$ cat config.mk
export PLATFORM = sky130hd
export DESIGN_NAME = chess_piece_attack_generator_core
export DESIGN_NICKNAME = d
export VERILOG_FILES = /design/src/cpag_pkg.sv /design/src/cpag_line.sv /design/src/chess_piece_attack_generator_core.sv
export SDC_FILE = /design/constraint.sdc
export NUM_CORES = 2
export LEC_CHECK = 0
export BUFFER_PORTS_ARGS = -buffer_cell sky130_fd_sc_hd__buf_2
export CAP_MARGIN = 10
export CORE_MARGIN = 2
export CORE_UTILIZATION = 55
export CTS_BUF_LIST = sky130_fd_sc_hd__clkbuf_8
export CTS_CLUSTER_SIZE = 24
export DETAILED_ROUTE_END_ITERATION = 7
export GPL_TIMING_DRIVEN = 1
export PLACE_DENSITY = 0.71
export SLEW_MARGIN = 15
export SYNTH_ARGS = -nofsm -noshare
export SYNTH_HDL_FRONTEND = slang
export SYNTH_SLANG_ARGS = --single-unit
$ cat constraint.sdc
create_clock -name clk -period 27.7 [get_ports clk]
set_clock_uncertainty 0.15 [all_clocks]
set_input_delay 0 -clock clk [delete_from_list [all_inputs] [get_ports clk]]
set_output_delay 0 -clock clk [all_outputs]
set_load 0.01 [all_outputs]
$ cat src/cpag_pkg.sv
// ----------------------------------------------------------------------------
// Chess piece attack generator package
// Shared types, board constants and line helpers for the attack pipeline.
// ----------------------------------------------------------------------------
package cpag_pkg;

	localparam logic [63:0] FILE_A_CLEAR = 64'hFEFE_FEFE_FEFE_FEFE;
	localparam logic [63:0] FILE_H_CLEAR = 64'h7F7F_7F7F_7F7F_7F7F;
	localparam logic [63:0] ALL_SQUARES  = 64'hFFFF_FFFF_FFFF_FFFF;
	localparam logic [63:0] FILE_A_LINE  = 64'h0101_0101_0101_0101;
	localparam logic [63:0] RANK_1_LINE  = 64'h0000_0000_0000_00FF;
	localparam logic [63:0] MAIN_DIAG    = 64'h8040_2010_0804_0201;
	localparam logic [63:0] MAIN_ANTI    = 64'h0102_0408_1020_4080;

	typedef enum logic [2:0] {
		KIND_NONE   = 3'd0,
		KIND_KNIGHT = 3'd1,
		KIND_BISHOP = 3'd2,
		KIND_ROOK   = 3'd3,
		KIND_QUEEN  = 3'd4,
		KIND_KING   = 3'd5,
		KIND_ALL    = 3'd6,
		KIND_PAWN   = 3'd7
	} piece_kind_t;

	typedef struct packed {
		piece_kind_t piece_kind;
		logic [5:0]  square_index;
		logic [63:0] occupancy;
	} query_t;

	typedef struct packed {
		logic [63:0] attack_set;
		logic        unsupported_kind;
	} answer_t;

	typedef struct packed {
		logic s1;
		logic s2;
	} stage_en_t;

	function automatic logic [63:0] bit_rev(input logic [63:0] b);
		logic [63:0] r;
		for (int i = 0; i < 64; i++) begin
			r[i] = b[63 - i];
		end
		return r;
	endfunction

	function automatic logic [63:0] go_e(input logic [63:0] b);
		return (b << 1) & FILE_A_CLEAR;
	endfunction

	function automatic logic [63:0] go_w(input logic [63:0] b);
		return (b >> 1) & FILE_H_CLEAR;
	endfunction

	function automatic logic [63:0] diag_line(input logic [5:0] sq);
		logic [2:0] rank;
		logic [2:0] file;
		logic [2:0] d;
		logic [63:0] m;
		rank = sq[5:3];
		file = sq[2:0];
		if (rank >= file) begin
			d = rank - file;
			m = MAIN_DIAG << {d, 3'b000};
		end else begin
			d = file - rank;
			m = MAIN_DIAG >> {d, 3'b000};
		end
		return m;
	endfunction

	function automatic logic [63:0] anti_line(input logic [5:0] sq);
		logic [3:0] sum;
		logic [2:0] d;
		logic [63:0] m;
		sum = {1'b0, sq[5:3]} + {1'b0, sq[2:0]};
		if (sum >= 4'd7) begin
			d = 3'(sum - 4'd7);
			m = MAIN_ANTI << {d, 3'b000};
		end else begin
			d = 3'(4'd7 - sum);
			m = MAIN_ANTI >> {d, 3'b000};
		end
		return m;
	endfunction

	function automatic logic [63:0] knight_set(input logic [5:0] sq);
		logic [63:0] b;
		logic [63:0] e;
		logic [63:0] w;
		logic [63:0] ee;
		logic [63:0] ww;
		b  = 64'd1 << sq;
		e  = go_e(b);
		w  = go_w(b);
		ee = go_e(e);
		ww = go_w(w);
		return (e << 16) | (ee << 8) | (ee >> 8) | (e >> 16) |
		       (w << 16) | (ww << 8) | (ww >> 8) | (w >> 16);
	endfunction

	function automatic logic [63:0] king_set(input logic [5:0] sq);
		logic [63:0] b;
		logic [63:0] e;
		logic [63:0] w;
		b = 64'd1 << sq;
		e = go_e(b);
		w = go_w(b);
		return (b << 8) | (b >> 8) | e | w |
		       (e << 8) | (e >> 8) | (w << 8) | (w >> 8);
	endfunction

endpackage

$ cat src/cpag_line.sv
// ----------------------------------------------------------------------------
// Sliding line unit
// Two pipeline stages of the hyperbola quintessence for one line through the
// square: masking and reversal, then the forward and reversed subtractions.
// ----------------------------------------------------------------------------
module cpag_line (
	input  logic                clk,
	input  cpag_pkg::stage_en_t en,
	input  logic [5:0]          square_index,
	input  logic [63:0]         occupancy,
	input  logic [63:0]         line_mask,
	output logic [63:0]         line_attack
);
	import cpag_pkg::*;

	logic [63:0] occ_s1;
	logic [63:0] occ_rev_s1;
	logic [63:0] sq2_s1;
	logic [63:0] sq2_rev_s1;
	logic [63:0] mask_s1;
	logic [63:0] fwd_s2;
	logic [63:0] rev_s2;
	logic [63:0] mask_s2;
	logic [63:0] sq_bit;
	logic [63:0] occ_masked;

	assign sq_bit     = 64'd1 << square_index;
	assign occ_masked = occupancy & line_mask;

	always_ff @(posedge clk) begin
		if (en.s1) begin
			occ_s1     <= occ_masked;
			occ_rev_s1 <= bit_rev(occ_masked);
			sq2_s1     <= sq_bit << 1;
			sq2_rev_s1 <= bit_rev(sq_bit) << 1;
			mask_s1    <= line_mask;
		end
	end

	always_ff @(posedge clk) begin
		if (en.s2) begin
			fwd_s2  <= occ_s1 - sq2_s1;
			rev_s2  <= occ_rev_s1 - sq2_rev_s1;
			mask_s2 <= mask_s1;
		end
	end

	assign line_attack = (fwd_s2 ^ bit_rev(rev_s2)) & mask_s2;

endmodule

$ cat src/chess_piece_attack_generator_core.sv
// ----------------------------------------------------------------------------
// Chess piece attack generator core
// Computes the attack set of a piece on a square for a given occupancy.
// ----------------------------------------------------------------------------
// A query transaction carries a piece kind, a square and an occupancy board.
// Each query produces exactly one answer transaction with the attack set and
// a flag that is set when the unsupported pawn kind was requested.
// Both channels use valid and stall; a transaction completes at a rising edge
// where valid is high and stall is low.
// The pipeline has three register stages: line masking and reversal, the
// 64-bit subtractions of the sliding lines, and the final combine and kind
// select, which is also the answer register. A query's answer is presented
// from the answer register once the query has passed through the stages in
// order, and one query is accepted in every cycle while query stall is low.
// When the receiver stalls, the answer register holds, and earlier stages
// keep filling until each holds a query; a stage with no query never blocks
// the one before it. Query stall rises only when the first stage is full and
// cannot advance.
// Reset empties all stages; no answer is presented until queries arrive.
// ----------------------------------------------------------------------------
module chess_piece_attack_generator_core (
	input  logic             clk,
	input  logic             arst_n,
	input  logic             query_valid,
	output logic             query_stall,
	input  cpag_pkg::query_t query,
	output logic             answer_valid,
	input  logic             answer_stall,
	output cpag_pkg::answer_t answer
);
	import cpag_pkg::*;

	logic        v_s1;
	logic        v_s2;
	logic        v_s3;
	logic        en1;
	logic        en2;
	logic        en3;
	stage_en_t   line_en;

	piece_kind_t kind_s1;
	piece_kind_t kind_s2;
	logic [63:0] leap_s1;
	logic [63:0] leap_s2;
	answer_t     answer_s3;

	logic [63:0] leap_next;
	logic [63:0] rank_sel;
	logic [63:0] file_sel;
	logic [63:0] diag_sel;
	logic [63:0] anti_sel;
	logic [63:0] rank_att;
	logic [63:0] file_att;
	logic [63:0] diag_att;
	logic [63:0] anti_att;
	logic [63:0] rook_att;
	logic [63:0] bishop_att;
	answer_t     answer_next;

	assign en3 = !v_s3 || !answer_stall;
	assign en2 = !v_s2 || en3;
	assign en1 = !v_s1 || en2;
	assign query_stall = !en1;
	assign line_en = '{s1: en1, s2: en2};

	assign rank_sel = RANK_1_LINE << {query.square_index[5:3], 3'b000};
	assign file_sel = FILE_A_LINE << query.square_index[2:0];
	assign diag_sel = diag_line(query.square_index);
	assign anti_sel = anti_line(query.square_index);

	cpag_line u_rank (
		.clk(clk), .en(line_en), .square_index(query.square_index),
		.occupancy(query.occupancy), .line_mask(rank_sel), .line_attack(rank_att)
	);
	cpag_line u_file (
		.clk(clk), .en(line_en), .square_index(query.square_index),
		.occupancy(query.occupancy), .line_mask(file_sel), .line_attack(file_att)
	);
	cpag_line u_diag (
		.clk(clk), .en(line_en), .square_index(query.square_index),
		.occupancy(query.occupancy), .line_mask(diag_sel), .line_attack(diag_att)
	);
	cpag_line u_anti (
		.clk(clk), .en(line_en), .square_index(query.square_index),
		.occupancy(query.occupancy), .line_mask(anti_sel), .line_attack(anti_att)
	);

	always_comb begin
		unique case (query.piece_kind)
			KIND_KNIGHT: leap_next = knight_set(query.square_index);
			KIND_KING:   leap_next = king_set(query.square_index);
			default:     leap_next = '0;
		endcase
	end

	always_ff @(posedge clk or negedge arst_n) begin
		if (!arst_n) begin
			v_s1 <= 1'b0;
			v_s2 <= 1'b0;
			v_s3 <= 1'b0;
		end else begin
			if (en1) begin
				v_s1 <= query_valid;
			end
			if (en2) begin
				v_s2 <= v_s1;
			end
			if (en3) begin
				v_s3 <= v_s2;
			end
		end
	end

	always_ff @(posedge clk) begin
		if (en1) begin
			kind_s1 <= query.piece_kind;
			leap_s1 <= leap_next;
		end
		if (en2) begin
			kind_s2 <= kind_s1;
			leap_s2 <= leap_s1;
		end
		if (en3) begin
			answer_s3 <= answer_next;
		end
	end

	assign rook_att   = rank_att | file_att;
	assign bishop_att = diag_att | anti_att;

	always_comb begin
		answer_next = '{attack_set: '0, unsupported_kind: 1'b0};
		unique case (kind_s2)
			KIND_NONE:   answer_next.attack_set = '0;
			KIND_KNIGHT: answer_next.attack_set = leap_s2;
			KIND_BISHOP: answer_next.attack_set = bishop_att;
			KIND_ROOK:   answer_next.attack_set = rook_att;
			KIND_QUEEN:  answer_next.attack_set = rook_att | bishop_att;
			KIND_KING:   answer_next.attack_set = leap_s2;
			KIND_ALL:    answer_next.attack_set = ALL_SQUARES;
			KIND_PAWN:   answer_next.unsupported_kind = 1'b1;
			default:     answer_next.attack_set = '0;
		endcase
	end

	assign answer_valid = v_s3;
	assign answer       = answer_s3;

	a_pawn_empty: assert property (@(posedge clk) disable iff (!arst_n)
		answer_valid && answer.unsupported_kind |-> answer.attack_set == '0)
		else $error("unsupported kind answered with a nonzero attack set");

	a_stall_full: assert property (@(posedge clk) disable iff (!arst_n)
		query_stall |-> v_s1 && v_s2 && v_s3 && answer_stall)
		else $error("query stalled while the pipeline had room");

	a_answer_source: assert property (@(posedge clk) disable iff (!arst_n)
		$rose(answer_valid) |-> $past(v_s2))
		else $error("answer appeared without a query in the second stage");

endmodule
=== Word-level counts from Yosys, hierarchy flattened ===
Index checks and enable logic that the tools add are counted.

* Register bits after elaboration: 1864
* Output and inout port bits: 67
* Word-level logic and storage cells: 109

* Add/subtract/negate cells: 13
* Magnitude comparators: 2
* Eq/ne operators: 9
* Shifts and indexed selects: 7
* Muxes and demuxes: 5
* Bitwise logic cells: 29
* Reduce and logical (&&, ||, !) cells: 9

{| class="wikitable"
|+ Operator list
! cell !! number
|-
| $and 64x64->64 || 8
|-
| $sub 64x64->64 || 8
|-
| $or 64x64->64 || 6
|-
| $pmux 64 s5 || 1
|-
| $xor 64x64->64 || 4
|-
| $or 64x56->64 || 3
|-
| $or 64x63->64 || 3
|-
| $mux 64 || 2
|-
| $pmux 64 s2 || 1
|-
| $or 64x47->64 || 1
|-
| $or 64x48->64 || 1
|-
| $or 64x54->64 || 1
|-
| $or 64x55->64 || 1
|-
| $or 64x62->64 || 1
|-
| $shl 1x6->64 const A || 1
|-
| $shl 57x3->64 const A || 1
|-
| $shl 57x6->64 const A || 1
|-
| $shl 64x6->64 const A || 1
|-
| $shl 8x6->64 const A || 1
|-
| $shr 57x6->64 const A || 1
|-
| $shr 64x6->64 const A || 1
|-
| $eq 3x3->1 const B || 5
|-
| $eq 3x1->1 const B || 2
|-
| $eq 3x2->1 const B || 2
|-
| other kinds (10) || 17
|}

=== Longest topological paths before layout ===
* Depth after elaboration: 9
* Gate-level depth with buffers: 14

=== Cells and area by module ===
A second synthesis with hierarchy kept.

* Cells, all modules: 8419
* Area, all modules: 94951.1 um^2

{| class="wikitable"
|+ Modules (own cells, without submodules)
! module !! times used !! cells each !! area an instance (um^2) !! seq. area each (um^2)
|-
| cpag_line (u_diag ...) || 3 || 1813 || 20838.7 || 11531.1
|-
| cpag_line (u_anti) || 1 || 1832 || 20992.6 || 11531.1
|-
| chess_piece_attack_generator_core || 1 || 1148 || 11442.2 || 6050.8
|}

=== Worst setup path after synthesis ===
No wires, ideal clock.

* Path kind: reg-to-reg
* From: register v_s3, in the netlist answer_valid
* To: register kind_s2[0], enable pin
* Arrival time: 14.201 ns
* Required time: 21.563 ns
* Path slack: 7.362 ns
* Cell stages (with the launch flop): 2
* Path buffers: 0
* Clock period less this slack: 20.338 ns
* Cells stage by stage: dfrtp_1 > nand3_1

* Word-level cells in the longest chain between the ends: 3

{| class="wikitable"
|+ Ends and longest elaborated chain
! item !! RTL line !! text
|-
| start, declared || chess_piece_attack_generator_core.sv:35 || <nowiki>logic v_s3;</nowiki>
|-
| start signal, assigned || chess_piece_attack_generator_core.sv:109 || <nowiki>v_s3 <= v_s2;</nowiki>
|-
| $logic_not 1->1 || chess_piece_attack_generator_core.sv:60 || <nowiki>assign en3 = !v_s3 || !answer_stall;</nowiki>
|-
| $logic_or 1x1->1 || chess_piece_attack_generator_core.sv:60 ||
|-
| $logic_or 1x1->1 || chess_piece_attack_generator_core.sv:61 || <nowiki>assign en2 = !v_s2 || en3;</nowiki>
|-
| named net en2 || chess_piece_attack_generator_core.sv:37 || <nowiki>logic en2;</nowiki>
|-
| end signal, assigned || chess_piece_attack_generator_core.sv:120 || <nowiki>kind_s2 <= kind_s1;</nowiki>
|-
| end, declared || chess_piece_attack_generator_core.sv:42 || <nowiki>piece_kind_t kind_s2;</nowiki>
|}

The timed path passes the listed nets, and every way through them passes these cells.
A chain may end at the register's enable or synchronous reset.

=== Worst setup path in the final report ===
* From: input query[68] (netlist bit)
* To: register u_anti.occ_s1[13], data pin

* Word-level cells in the longest chain between the ends: 5
* Elaborated cells on any way between the ends: 8
* Those cells by class: add/sub (3); order compare (1); shift (2); mux (1); bitwise (1)

{| class="wikitable"
|+ Ends and longest elaborated chain
! item !! RTL line !! text
|-
| start, declared || chess_piece_attack_generator_core.sv:26 || <nowiki>input cpag_pkg::query_t query,</nowiki>
|-
| $add 3x3->4 * || cpag_pkg.sv:79 || <nowiki>sum = {1'b0, sq[5:3]} + {1'b0, sq[2:0]};</nowiki>
|-
| $sub 3x3->3 (on tied branches) || cpag_pkg.sv:84, cpag_pkg.sv:81 ||
|-
| $shr 57x6->64 / $shl 57x6->64 (equally long branches) || cpag_pkg.sv:85, cpag_pkg.sv:82 ||
|-
| $mux 64 * || cpag_pkg.sv:80 || <nowiki>if (sum >= 4'd7) begin</nowiki>
|-
| named net anti_sel[13] || chess_piece_attack_generator_core.sv:51 || <nowiki>logic [63:0] anti_sel;</nowiki>
|-
| $and 64x64->64 * || cpag_line.sv:28 || <nowiki>assign occ_masked = occupancy & line_mask;</nowiki>
|-
| named net u_anti.occ_masked[13] || cpag_line.sv:25 || <nowiki>logic [63:0] occ_masked;</nowiki>
|-
| end signal, assigned || cpag_line.sv:32 || <nowiki>occ_s1 <= occ_masked;</nowiki>
|-
| end, declared || cpag_line.sv:16 || <nowiki>logic [63:0] occ_s1;</nowiki>
|}

Mark *: on every way through the listed nets, which the timed path passes. The rest lies on a longest branch.

==> results.ini <==
[layout]
syn_to_final_growth_pct = 10.90
utilization_pct = 61.36
drive_gt1_share_pct = 7.778
num-fill-cells = 10870
num-nets-final = 7711

[worst_setup_path]
r2r_slack_ns = 22.74
worst-setup-path-type = input pin to register
crit_path_end_kind = register
critPathRequiredTime_ns = 28.36
arrival_ns = 5.69
crit_path_start_kind = input pin
path_max_fanout = 46

[placed_design]
port_buffers = 143
dp_hpwl_um = 207200
gp_congestion = 1.006

[flow_run]
max-cap-violations = 0

[global_route]
grt_usage_pct = 40.01
grt_pass1_vias = 54560
overflow = 0
grt_pass1_wl_um = 378000
grt_max_degree = 160
antenna_found_initial = 18

[power]
p_switching_mw = 2.713
p_comb_share_pct = 38.2
p_int_mw = 4.273
peakVddDrop_v = 0.00006690
swShare_pct = 38.83
p_clk_share_pct = 22.4
p_leak_nw = 33.25
p_seq_share_pct = 39.4
power_density_nw_per_um2 = 88.15

[sta]
maxSlewHeadroom_pct = 8.591
post-route-period-util_pct = 18.15
fmax_ghz = 0.1989
rsz0062_at_grt = no
period_needed_ns = 5.027
tightestPinTransition_ns = 1.371
slew_violations = 0
hold_viol_final = 0
setup_tns_ns = 0
final-setup-viol-count = 0

[cts]
cts_tree = built
clk_latency_ns = 0.97
cts_made_buffers = 197
cts_htree_levels = 4
cts.clk_slew.worst_paths_ns = 0.06
cts.sinks = 1126
cts-root-buf = clkbuf_8
cts_buffer_depth = 3
post_cts_buffers = 0

[synthesis]
synth_ff_type = edfxtp_1
yosysSeqAreaShare_pct = 47.29
yosysTopAreaCellShare_pct = 47.19
yosys_warnings = 0
syn_area_um2 = 71460
syn_avg_cell_area_um2 = 10.45
synth_fp_nets = 7431
synth_area_leaders = edfxtp_1 47%, ha_1 8.8%, a21oi_1 6.0%
ys_ff_latch = 1126
syn_inst = 6838
synth_top_area_cell = edfxtp_1
synth_async_sr_flop_share_pct = 0.2664
synth_cell_types = 109
synth_edf_count = 1123

[status]
status = complete, no violations

[hold_path]
min_path_type = input pin to register

[routing]
wl_per_cell_um = 29.93
postRouteAntennaNets = 0
viasPerCell = 6.440
first_pass_iters = 8
routed_wl_um = 270300
drc = 0
drt_iter0_markers = 7619
vias = 58160

[die]
dieArea_um2 = 132800
die_w_um = 364.5
start_util_pct = 55.33
coreArea_um2 = 129200
boundaryPins = 144
fp.dieH_um = 364.5
num_rows = 132

-- repair_timing --
item,CTS,global route
gates resized for setup,0,0
endpoints found under the hold margin,449,0
hold buffers,147,0
-- path summary, 6_finish.rpt --
| kind | startpoint | depth (start not counted) | end |
|---|---|---|---|
| setup / recovery | query[68] | 10 | u_anti.occ_s1[13]$_DFFE_PN_ |
| hold / removal | query[72] | 4 | leap_s1[56]$_DFFE_PN_ |
| setup reg to reg | u_file.sq2_s1[1]$_DFFE_PN_ | 13 | u_anti.fwd_s2[63]$_DFFE_PP_ |
| hold reg to reg | leap_s1[9]$_DFFE_PN_ | 0 | leap_s2[9]$_DFFE_PP_ |
| max in group asynchronous | arst_n | 4 | v_s1$_DFFE_PN0N_ |
| min in group asynchronous | arst_n | 4 | v_s2$_DFFE_PN0P_ |
-- kinds of logic after synthesis --
family                   count (synthesis)  share of synthesized area, %
buffers and inverters                  495                         2.623
AO/OA/AOI/OAI                         2217                         19.92
adder cells (fa/ha/maj)                516                         9.150
flip-flops                            1126                         47.29
XOR/XNOR                               732                         8.971
multiplexers                             2                       0.02801
AND/OR/NAND/NOR                       1750                         12.01
-- power by group through the flow --
stage                     Combinational, mW  Sequential, mW  Clock (mW)
final                                  2.67            2.75        1.56
after floorplan                        1.78            2.75           0
after global routing                   2.86            2.78        1.64
after global placement                 2.56            2.76           0
after CTS                              2.62            2.74        1.57
after detailed placement               2.58            2.78           0
-- per-stage QoR --
stage          area [µm²]  power (mW)  worst slack (ns)  instances  hold WS, ns
2_1_floorplan       71460       4.530             7.362       6838      -0.4456
3_3_place_gp        73880       5.327             22.79       8514      -0.3540
3_5_place_dp        73890       5.358             22.67       8514      -0.3495
4_1_cts             79220       6.934             22.72       9019      0.03627
5_1_grt             79220       7.278             22.48       9020      0.08543
6_report            79250       6.986             22.67       9031      0.09512
-- cell usage after synthesis (9+ instances only) --
master and n:
edfxtp_1 1123, a21oi_1 862, ha_1 505, nor2_1 449, nand2_1 422, xor2_1 421, a21o_1 325, xnor2_1 311
o21ai_0 279, clkbuf_1 233, inv_1 225, and2_1 220, a22oi_1 143, nor3_1 135, and3_1 113, nand4_1 101
o21bai_1 89, nand3_1 88, nand2b_1 70, nor2b_1 70, a31oi_1 69, o21a_1 68, o22ai_1 37, a211oi_1 32
o21ai_1 30, o31ai_1 28, a21boi_0 20, buf_1 18, nor4_1 17, o211ai_1 17, and4_1 13, o31a_1 13
or3_1 13, a211o_1 12, a221o_1 12, a221oi_1 11, fa_1 11, o32ai_1 11, o221ai_1 10, or2_2 10
o2111ai_1 9
-- registers in the layout, indices dropped and copies added, names as in the netlist, 62 cells and up --
register,cells
u_rank.fwd_s2,64
u_anti.fwd_s2,64
leap_s1,64
u_anti.occ_s1,63
u_file.occ_rev_s1,63
answer,65
u_rank.rev_s2,64
u_diag.sq2_rev_s1,62
u_anti.rev_s2,64
leap_s2,64
u_diag.occ_rev_s1,63
u_file.fwd_s2,64
u_file.rev_s2,64
u_diag.rev_s2,64
u_diag.fwd_s2,64
u_rank.occ_rev_s1,63
-- layout make-up --
cell class / count / area (µm²) / area share, %
antenna: 12 / 30.03 / 0.03789
clock buffer: 201 / 2766 / 3.491
clock inverter: 157 / 1099 / 1.386
inverter: 231 / 872.1 / 1.100
multi-input combinational: 5217 / 35870 / 45.26
sequential: 1126 / 33800 / 42.65
tap: 1742 / 2180 / 2.750
timing repair buffer: 345 / 2638 / 3.328
-- routing by layer --
metal	wire length, µm	vias to the layer above	global-route usage, %
li1	-	26200	-
met1	100500	27740	48.18
met2	117600	3341	60.74
met3	23870	871	8.558
met4	28250	8	35.39
met5	114	-	0.4357
-- layout by cell type (no fill, tap or decap), types with 16 or more instances in the layout --
master,synthesis,final
o21ai_1,30,30
o21ai_0,279,279
nor2_1,449,445
a31oi_1,69,69
o21a_1,68,68
o22ai_1,37,37
buf_2,8,143
edfxtp_1,1123,1123
bufinv_16,0,16
clkbuf_8,0,201
and2_1,220,220
dlygate4sd3_1,0,147
clkinv_2,0,30
a211oi_1,32,31
xnor2_1,311,311
ha_1,505,505
xor2_1,421,421
inv_1,225,265
nand2b_1,70,70
nand4_1,101,101
nor4_1,17,17
clkinv_1,2,60
o31ai_1,28,28
o211ai_1,17,17
nor3_1,135,131
a21oi_1,862,861
and3_1,113,113
buf_4,0,52
o21bai_1,89,89
a21boi_0,20,20
nand2_1,422,420
nand3_1,88,87
a21o_1,325,325
a22oi_1,143,143
nor2b_1,70,70
-- critical path: stages --
cell and delay (ns):
dlygate4sd3_1 0.61, buf_2 0.14, buf_4 0.49, clkinv_1 0.98, fa_1 1.00, nor2_1 0.12, a211oi_2 0.92, nand2_1 0.21
nor2_1 0.93, and2_1 0.25
Power figures use the tool's default switching activity.
